`src/rth_pkg.sv`:
```
// types, constants and the divider step shared by the rgb to hsv pixel pipeline
package rth_pkg;

    localparam int CH_W   = 8;
    localparam int QUOT_W = 13;
    localparam int NUM_W  = CH_W + QUOT_W;
    localparam int HUE_W  = 16;
    localparam int SAT_W  = 14;
    localparam int VAL_W  = 13;
    localparam int HQ_W   = 12;

    localparam logic [NUM_W-1:0] SAT_SCALE   = NUM_W'(6400);
    localparam logic [NUM_W-1:0] SECTOR_SPAN = NUM_W'(3840);
    localparam logic [VAL_W-1:0] VALUE_SCALE = VAL_W'(25);
    localparam logic [HUE_W-1:0] GREEN_BASE  = HUE_W'(7680);
    localparam logic [HUE_W-1:0] BLUE_BASE   = HUE_W'(15360);
    localparam logic [HUE_W-1:0] FULL_CIRCLE = HUE_W'(23040);
    localparam logic [HUE_W-1:0] HUE_UNDEF   = 16'hFFC0;
    localparam logic [SAT_W-1:0] SAT_BLACK   = 14'h3FC0;

    typedef enum logic [1:0] {
        SEC_RED   = 2'b00,
        SEC_GREEN = 2'b01,
        SEC_BLUE  = 2'b10
    } sector_t;

    typedef struct packed {
        logic [CH_W-1:0] mx;
        logic [CH_W-1:0] span;
        logic            black;
        logic            grey;
        sector_t         sector;
        logic            neg;
    } side_t;

    typedef struct packed {
        logic [CH_W-1:0]   rem;
        logic [QUOT_W-1:0] lo;
    } div_lane_t;

    // one restoring division step, quotient bit shifts in at the bottom
    function automatic div_lane_t div_step(div_lane_t w, logic [CH_W-1:0] d);
        div_lane_t   r;
        logic [CH_W:0] cand;
        logic [CH_W:0] diff;
        cand = {w.rem, w.lo[QUOT_W-1]};
        diff = cand - {1'b0, d};
        if (cand >= {1'b0, d})
        begin
            r.rem = diff[CH_W-1:0];
            r.lo  = {w.lo[QUOT_W-2:0], 1'b1};
        end
        else
        begin
            r.rem = cand[CH_W-1:0];
            r.lo  = {w.lo[QUOT_W-2:0], 1'b0};
        end
        return r;
    endfunction

endpackage

```
`src/rth_front.sv`:
```
// input capture, max and min search, sector choice and constant products
module rth_front
(
    input  logic                        clk,
    input  logic                        rst_n,
    input  logic                        en,
    input  logic                        in_valid,
    input  logic [rth_pkg::CH_W-1:0]    red_in,
    input  logic [rth_pkg::CH_W-1:0]    green_in,
    input  logic [rth_pkg::CH_W-1:0]    blue_in,
    output logic                        out_valid,
    output rth_pkg::side_t              out_side,
    output logic [rth_pkg::NUM_W-1:0]   sat_num,
    output logic [rth_pkg::NUM_W-1:0]   hue_num
);

    logic                       a_valid_reg;
    logic [rth_pkg::CH_W-1:0]   r_reg;
    logic [rth_pkg::CH_W-1:0]   g_reg;
    logic [rth_pkg::CH_W-1:0]   b_reg;

    logic                       b_valid_reg;
    rth_pkg::side_t             b_side_reg;
    rth_pkg::side_t             b_side_next;
    logic [rth_pkg::CH_W-1:0]   mag_reg;
    logic [rth_pkg::CH_W-1:0]   mag_next;

    logic                       c_valid_reg;
    rth_pkg::side_t             c_side_reg;
    logic [rth_pkg::NUM_W-1:0]  sat_num_reg;
    logic [rth_pkg::NUM_W-1:0]  hue_num_reg;

    logic [rth_pkg::CH_W-1:0]   mx;
    logic [rth_pkg::CH_W-1:0]   mn;
    logic [rth_pkg::CH_W:0]     diff;

    always_comb
    begin
        mx = r_reg;
        if (g_reg > mx)
        begin
            mx = g_reg;
        end
        if (b_reg > mx)
        begin
            mx = b_reg;
        end
        mn = r_reg;
        if (g_reg < mn)
        begin
            mn = g_reg;
        end
        if (b_reg < mn)
        begin
            mn = b_reg;
        end

        b_side_next.mx    = mx;
        b_side_next.span  = mx - mn;
        b_side_next.black = (mx == '0);
        b_side_next.grey  = (mx == mn);

        if (mx == r_reg)
        begin
            b_side_next.sector = rth_pkg::SEC_RED;
            diff = {1'b0, g_reg} - {1'b0, b_reg};
        end
        else if (mx == g_reg)
        begin
            b_side_next.sector = rth_pkg::SEC_GREEN;
            diff = {1'b0, b_reg} - {1'b0, r_reg};
        end
        else
        begin
            b_side_next.sector = rth_pkg::SEC_BLUE;
            diff = {1'b0, r_reg} - {1'b0, g_reg};
        end
        b_side_next.neg = diff[rth_pkg::CH_W];
        if (diff[rth_pkg::CH_W])
        begin
            mag_next = rth_pkg::CH_W'(-diff);
        end
        else
        begin
            mag_next = diff[rth_pkg::CH_W-1:0];
        end
    end

    always_ff @(posedge clk or negedge rst_n)
    begin
        if (!rst_n)
        begin
            a_valid_reg <= 1'b0;
            b_valid_reg <= 1'b0;
            c_valid_reg <= 1'b0;
        end
        else if (en)
        begin
            a_valid_reg <= in_valid;
            b_valid_reg <= a_valid_reg;
            c_valid_reg <= b_valid_reg;
        end
    end

    always_ff @(posedge clk)
    begin
        if (en)
        begin
            r_reg       <= red_in;
            g_reg       <= green_in;
            b_reg       <= blue_in;
            b_side_reg  <= b_side_next;
            mag_reg     <= mag_next;
            c_side_reg  <= b_side_reg;
            sat_num_reg <= rth_pkg::NUM_W'(b_side_reg.span) * rth_pkg::SAT_SCALE;
            hue_num_reg <= rth_pkg::NUM_W'(mag_reg) * rth_pkg::SECTOR_SPAN;
        end
    end

    assign out_valid = c_valid_reg;
    assign out_side  = c_side_reg;
    assign sat_num   = sat_num_reg;
    assign hue_num   = hue_num_reg;

endmodule

```
`src/rth_div_pipe.sv`:
```
// two pipelined restoring dividers, one quotient bit per stage, with sideband
module rth_div_pipe
(
    input  logic                        clk,
    input  logic                        rst_n,
    input  logic                        en,
    input  logic                        in_valid,
    input  rth_pkg::side_t              in_side,
    input  logic [rth_pkg::NUM_W-1:0]   sat_num,
    input  logic [rth_pkg::NUM_W-1:0]   hue_num,
    output logic                        out_valid,
    output rth_pkg::side_t              out_side,
    output logic [rth_pkg::QUOT_W-1:0]  sat_q,
    output logic [rth_pkg::QUOT_W-1:0]  hue_q
);

    localparam int NST = rth_pkg::QUOT_W;

    logic               valid_w [NST+1];
    rth_pkg::side_t     side_w  [NST+1];
    rth_pkg::div_lane_t sat_w   [NST+1];
    rth_pkg::div_lane_t hue_w   [NST+1];

    assign valid_w[0]   = in_valid;
    assign side_w[0]    = in_side;
    assign sat_w[0].rem = sat_num[rth_pkg::NUM_W-1:rth_pkg::QUOT_W];
    assign sat_w[0].lo  = sat_num[rth_pkg::QUOT_W-1:0];
    assign hue_w[0].rem = hue_num[rth_pkg::NUM_W-1:rth_pkg::QUOT_W];
    assign hue_w[0].lo  = hue_num[rth_pkg::QUOT_W-1:0];

    for (genvar i = 0; i < NST; i++)
    begin : g_stage
        logic               valid_reg;
        rth_pkg::side_t     side_reg;
        rth_pkg::div_lane_t sat_reg;
        rth_pkg::div_lane_t hue_reg;

        always_ff @(posedge clk or negedge rst_n)
        begin
            if (!rst_n)
            begin
                valid_reg <= 1'b0;
            end
            else if (en)
            begin
                valid_reg <= valid_w[i];
            end
        end

        always_ff @(posedge clk)
        begin
            if (en)
            begin
                side_reg <= side_w[i];
                sat_reg  <= rth_pkg::div_step(sat_w[i], side_w[i].mx);
                hue_reg  <= rth_pkg::div_step(hue_w[i], side_w[i].span);
            end
        end

        assign valid_w[i+1] = valid_reg;
        assign side_w[i+1]  = side_reg;
        assign sat_w[i+1]   = sat_reg;
        assign hue_w[i+1]   = hue_reg;
    end

    assign out_valid = valid_w[NST];
    assign out_side  = side_w[NST];
    assign sat_q     = sat_w[NST].lo;
    assign hue_q     = hue_w[NST].lo;

endmodule

```
`src/rth_back.sv`:
```
// sector offset, special cases, value scaling and the output register
module rth_back
(
    input  logic                        clk,
    input  logic                        rst_n,
    input  logic                        en,
    input  logic                        in_valid,
    input  rth_pkg::side_t              in_side,
    input  logic [rth_pkg::QUOT_W-1:0]  sat_q,
    input  logic [rth_pkg::QUOT_W-1:0]  hue_q,
    output logic                        out_valid,
    output logic [rth_pkg::HUE_W-1:0]   hue_out,
    output logic [rth_pkg::SAT_W-1:0]   saturation_out,
    output logic [rth_pkg::VAL_W-1:0]   value_out
);

    logic                        valid_reg;
    logic [rth_pkg::HUE_W-1:0]   hue_reg;
    logic [rth_pkg::HUE_W-1:0]   hue_next;
    logic [rth_pkg::SAT_W-1:0]   sat_reg;
    logic [rth_pkg::SAT_W-1:0]   sat_next;
    logic [rth_pkg::VAL_W-1:0]   val_reg;
    logic [rth_pkg::HUE_W-1:0]   q;
    logic [rth_pkg::HUE_W-1:0]   base;

    always_comb
    begin
        q = rth_pkg::HUE_W'(hue_q[rth_pkg::HQ_W-1:0]);
        case (in_side.sector)
            rth_pkg::SEC_GREEN: base = rth_pkg::GREEN_BASE;
            rth_pkg::SEC_BLUE:  base = rth_pkg::BLUE_BASE;
            default:            base = '0;
        endcase

        if (in_side.black || in_side.grey)
        begin
            hue_next = rth_pkg::HUE_UNDEF;
        end
        else if (!in_side.neg)
        begin
            hue_next = base + q;
        end
        else if (in_side.sector == rth_pkg::SEC_RED)
        begin
            // negative red hue wraps round the circle
            hue_next = (q == '0) ? '0 : rth_pkg::FULL_CIRCLE - q;
        end
        else
        begin
            hue_next = base - q;
        end

        if (in_side.black)
        begin
            sat_next = rth_pkg::SAT_BLACK;
        end
        else
        begin
            sat_next = rth_pkg::SAT_W'(sat_q);
        end
    end

    always_ff @(posedge clk or negedge rst_n)
    begin
        if (!rst_n)
        begin
            valid_reg <= 1'b0;
        end
        else if (en)
        begin
            valid_reg <= in_valid;
        end
    end

    always_ff @(posedge clk)
    begin
        if (en)
        begin
            hue_reg <= hue_next;
            sat_reg <= sat_next;
            val_reg <= rth_pkg::VAL_W'(in_side.mx) * rth_pkg::VALUE_SCALE;
        end
    end

    assign out_valid      = valid_reg;
    assign hue_out        = hue_reg;
    assign saturation_out = sat_reg;
    assign value_out      = val_reg;

endmodule

```
`src/rgb_to_hsv_pixel.sv`:
```
// top level of the rgb to hsv pixel converter
//
//  channel   signals                       request contents
//  pixel in  s_tvalid s_tready s_tdata     red, green, blue, 8 bits each
//  hsv out   m_tvalid m_tready m_tdata     hue 16, saturation 14, value 13
//
// one pixel per cycle while the output request is not held waiting
// a pixel passes 3 front stages, the 13-stage restoring dividers and the output register
// rst_n clears all valid bits, data registers are not reset
// the whole pipeline holds while the output request waits, nothing is lost
module rgb_to_hsv_pixel
(
    input  logic        clk,
    input  logic        rst_n,
    input  logic        s_tvalid,
    output logic        s_tready,
    input  logic [23:0] s_tdata,  // red_in [7:0], green_in [15:8], blue_in [23:16]
    output logic        m_tvalid,
    input  logic        m_tready,
    output logic [47:0] m_tdata   // hue_out [15:0], saturation_out [29:16], value_out [42:30]
);

    logic                         en;
    logic                         f_valid;
    rth_pkg::side_t               f_side;
    logic [rth_pkg::NUM_W-1:0]    f_sat_num;
    logic [rth_pkg::NUM_W-1:0]    f_hue_num;
    logic                         d_valid;
    rth_pkg::side_t               d_side;
    logic [rth_pkg::QUOT_W-1:0]   d_sat_q;
    logic [rth_pkg::QUOT_W-1:0]   d_hue_q;
    logic [rth_pkg::HUE_W-1:0]    hue_out;
    logic [rth_pkg::SAT_W-1:0]    saturation_out;
    logic [rth_pkg::VAL_W-1:0]    value_out;

    assign en       = !m_tvalid || m_tready;
    assign s_tready = en;

    rth_front u_front
    (
        .clk       (clk),
        .rst_n     (rst_n),
        .en        (en),
        .in_valid  (s_tvalid),
        .red_in    (s_tdata[7:0]),
        .green_in  (s_tdata[15:8]),
        .blue_in   (s_tdata[23:16]),
        .out_valid (f_valid),
        .out_side  (f_side),
        .sat_num   (f_sat_num),
        .hue_num   (f_hue_num)
    );

    rth_div_pipe u_div
    (
        .clk       (clk),
        .rst_n     (rst_n),
        .en        (en),
        .in_valid  (f_valid),
        .in_side   (f_side),
        .sat_num   (f_sat_num),
        .hue_num   (f_hue_num),
        .out_valid (d_valid),
        .out_side  (d_side),
        .sat_q     (d_sat_q),
        .hue_q     (d_hue_q)
    );

    rth_back u_back
    (
        .clk            (clk),
        .rst_n          (rst_n),
        .en             (en),
        .in_valid       (d_valid),
        .in_side        (d_side),
        .sat_q          (d_sat_q),
        .hue_q          (d_hue_q),
        .out_valid      (m_tvalid),
        .hue_out        (hue_out),
        .saturation_out (saturation_out),
        .value_out      (value_out)
    );

    assign m_tdata = {5'b0, value_out, saturation_out, hue_out};

endmodule

```
`config.mk`:
```
export PLATFORM = sky130hd
export DESIGN_NAME = rgb_to_hsv_pixel
export DESIGN_NICKNAME = d
export VERILOG_FILES = /design/src/rth_pkg.sv /design/src/rth_front.sv /design/src/rth_div_pipe.sv /design/src/rth_back.sv /design/src/rgb_to_hsv_pixel.sv
export SDC_FILE = /design/constraint.sdc
export NUM_CORES = 1
export LEC_CHECK = 0
export BUFFER_PORTS_ARGS = -buffer_cell sky130_fd_sc_hd__clkbuf_2
export CAP_MARGIN = 20
export CELL_PAD_IN_SITES_DETAIL_PLACEMENT = 1
export CELL_PAD_IN_SITES_GLOBAL_PLACEMENT = 1
export CORE_MARGIN = 5
export CORE_UTILIZATION = 30
export CTS_BUF_LIST = sky130_fd_sc_hd__clkbuf_8
export CTS_CLUSTER_SIZE = 14
export DETAILED_ROUTE_END_ITERATION = 10
export GPL_TIMING_DRIVEN = 0
export PLACE_DENSITY_LB_ADDON = 0.15
export SLEW_MARGIN = 20
export SYNTH_ARGS = -nofsm -noshare
export SYNTH_HDL_FRONTEND = slang
export SYNTH_SLANG_ARGS = --single-unit
```
`constraint.sdc`:
```
create_clock -name clk -period 29.2 [get_ports clk]
set_input_delay 1.46 -clock clk [delete_from_list [all_inputs] [get_ports clk]]
set_output_delay 1.46 -clock clk [all_outputs]
set_load 0.03 [all_outputs]
```
==> flow_summary.yaml <==
detailed_routing:
  num_vias: 23000
  drtPass1Iterations: 4
  routedWlPerCell_um: 15.1
  drt_iter0_markers: 846
  ant_nets: 0
  vias_per_cell: 4.51
  drc: 0
  routed_wl_um: 77100
finish:
  design_area_mm2: 0.0449
  drive_gt1_share_pct: 10.4
  largest_register_ffs: 252
  final_nets: 3654
  nFillCells: 13900
  seqCellArea_mm2: 0.0237
  fin_cells: 5097
  syn_to_final_growth_pct: 15.0
  multi_input_area_mm2: 0.0137
yosys:
  synth_area_mm2: 0.0390
  synth-main-ff-cell: "edfxtp_1"
  syn_inst: 2989
  ys_seq_area_share_pct: 60.8
  synth_warnings: 0
  ys_async_sr_fraction_pct: 2.14
  synth_commonest_cells: "edfxtp_1, inv_1, ha_1"
  synth_compound_area_share_pct: 8.85
  synth_top_family_by_area: "adder cells"
  synth_simple_gate_area_share_pct: 8.22
  synth.most_common_cell: "edfxtp_1"
  postSynthAreaPerCell_um2: 13.1
  synth_adder_area_share_pct: 13.2
  synthMuxAreaShare_pct: 1.25
  ys_ff_latch: 793
  synth_edf_count: 776
  yosysUniqueCellTypes: 67
  yosysTopAreaCellShare_pct: 59.7
  ys_top_cells_by_area: "edfxtp_1, ha_1, inv_1"
  synth_top_area_cell: "edfxtp_1"
  synth_xor_area_share_pct: 3.51
placed_design:
  gp_congestion: 0.820
  hpwl_um: 57800
  port_buffers: 72
  dp_cells: 4833
  placed_cell_area_mm2: 0.0421
  dp_slack_ps: 22190
flow_run:
  maxCapViolCount: 0
timing:
  rsz0062_at_grt: "false"
  setup-violations-final: 0
  worst_pin_slew_ps: 800
  fmax_mhz: 144
  slew_viol_final: 0
  clock_skew_ps: 30.7
  hold_violations: 0
  fin_crit_ps: 6940
  slew_headroom_pct: 45.1
  period_share_pct: 23.8
  setup_ws_ps: 22260
floorplanning:
  core_area_mm2: 0.129
  ios: 78
  die_h_um: 371
  dieArea_mm2: 0.137
  initial_core_util_pct: 30.1
  rows: 132
  die_w_um: 371
setup_path:
  cp-start-kind: "register"
  end_kind: "register"
  worstSetupPathType: "reg -> reg"
  cp_slowest_cell: "mux2i_1"
  crit_required_ps: 29740
  cp_slowest_stage_delay_ps: 730
  r2r_slack_ps: 22260
  crit_path_max_fanout: 10
  cpLargestDelayFamily: "multiplexers"
  worst-path-buf-inv: 2
  cp.arrival_ps: 7490
  cp_cell_sequence: "inv_1 -> ha_1 -> and3b_1 -> o211a_1 -> nor2_2 -> buf_2 -> a21oi_1 -> ha_1 -> a211oi_1 -> nor2_1 -> or3_1 -> a41o_1 -> o211ai_4 -> mux2i_1 -> xnor2_1 -> nand4_1 -> nor2_2 -> mux2_2 -> mux2i_4 -> mux2_2"
clock_network:
  htreeDepth: 4
  clockRootBuffer: "clkbuf_8"
  post_cts_buffers: 0
  cts_tree: "built"
  hold_buffers: 0
  clk_latency_ps: 820
  cts.path.max_buffers: 3
  cts_resized: 0
  clkTransAtPathRegs_ps: 60
  numCtsBuffers: 149
  cts_sinks: 793
min_path:
  hp-class: "reg -> reg"
grt:
  busiest_layer: "met2"
  use_met2_pct: 21.0
  met3_usage_pct: 2.85
  antenna_found_initial: 4
  overflow: 0
  track_usage_pct: 11.3
  grt_start_max_net_pins: 35
  grt_use_met1_pct: 12.3
  grt_pass1_wl_um: 127000
  grt_pass1_vias: 25600
status:
  status: "finished, final reports clean"
==> worst paths after layout <==
| path | from | end | depth (start not counted) |
|---|---|---|---|
| worst max-delay path | u_front.g_reg[2]$_DFFE_PP_ | u_front.mag_reg[1]$_DFFE_PP_ | 20 |
| worst min-delay path | u_div.g_stage[11].hue_reg[4]$_DFFE_PP_ | u_div.hue_q[5]$_DFFE_PP_ | 0 |
| worst max register to register | u_front.g_reg[2]$_DFFE_PP_ | u_front.mag_reg[1]$_DFFE_PP_ | 20 |
| worst min register to register | u_div.g_stage[11].hue_reg[4]$_DFFE_PP_ | u_div.hue_q[5]$_DFFE_PP_ | 0 |
| max in group asynchronous | rst_n | u_div.g_stage[7].valid_reg$_DFFE_PN0P_ | 1 |
| min in group asynchronous | rst_n | u_back.out_valid$_DFFE_PN0P_ | 1 |
==> metal layers <==
metal	up-vias	routed length [um]
li1	11200	-
met1	11300	31500
met2	290	40400
met3	165	3000
met4	0	2170
met5	-	0
==> cells by family (layout without fill, tap and decap cells) <==
logic type,count (synthesis),count (layout)
other,1,8
xor gates and xnor gates,154,154
AOI/OAI and AO/OA,566,566
and+or+nand+nor,627,627
DFF,793,793
buffers and inverters,421,780
adders and majority gates,384,384
muxes,43,43
==> layout by cell type, fill, tap and decap left out, types with 4 or more instances in the layout <==
master    synthesis  layout
a21o_1           70      70
a21oi_1         103     103
a31oi_1           5       5
and2_1           49      49
and4_1            4       4
buf_12            0      24
buf_4             5       5
clkbuf_1         33      33
clkbuf_2          0      72
clkbuf_8          0     156
clkinv_1          0      25
clkinv_2          0      14
clkinv_8          0       5
conb_1            1       5
dfrtp_1          17      17
edfxtp_1        776     776
fa_1             48      48
ha_1            336     336
inv_1           377     424
inv_8             0       5
mux2_2           24      24
mux2i_1          15      15
nand2_1         164     164
nand2b_1         70      70
nand3_1          28      28
nand4_1          37      37
nor2_1          134     134
nor2b_1          75      75
nor3_1            5       5
nor4_1            8       8
o211a_1          24      24
o21a_1           10      10
o21ai_0         262     262
o21bai_1         21      21
o31ai_1          47      47
or2_2             9       9
or3_1             7       7
or4_1            23      23
xnor2_1          83      83
xor2_1           68      68
==> metrics by stage <==
stage	hold WS, ps	setup TNS, ps	util [%]
3_5_place_dp	405	0	32.5
3_3_place_gp	401	-3300840	32.1
2_1_floorplan	400	0	-
5_1_grt	401	0	34.7
6_report	403	0	34.7
4_1_cts	400	0	34.7
==> layout make-up <==
class	count	area share, %
antenna	3	0.0167
buffer	44	0.449
clock buffer	156	4.78
clock inverter	105	1.39
inverter	377	3.15
multi-input combinational	1779	30.5
sequential	793	52.8
tap	1742	4.85
timing repair buffer	98	1.99
Power is left out: the tool's default activity adds up to more than one toggle a clock period on the data nets, which glitch-free logic cannot reach.
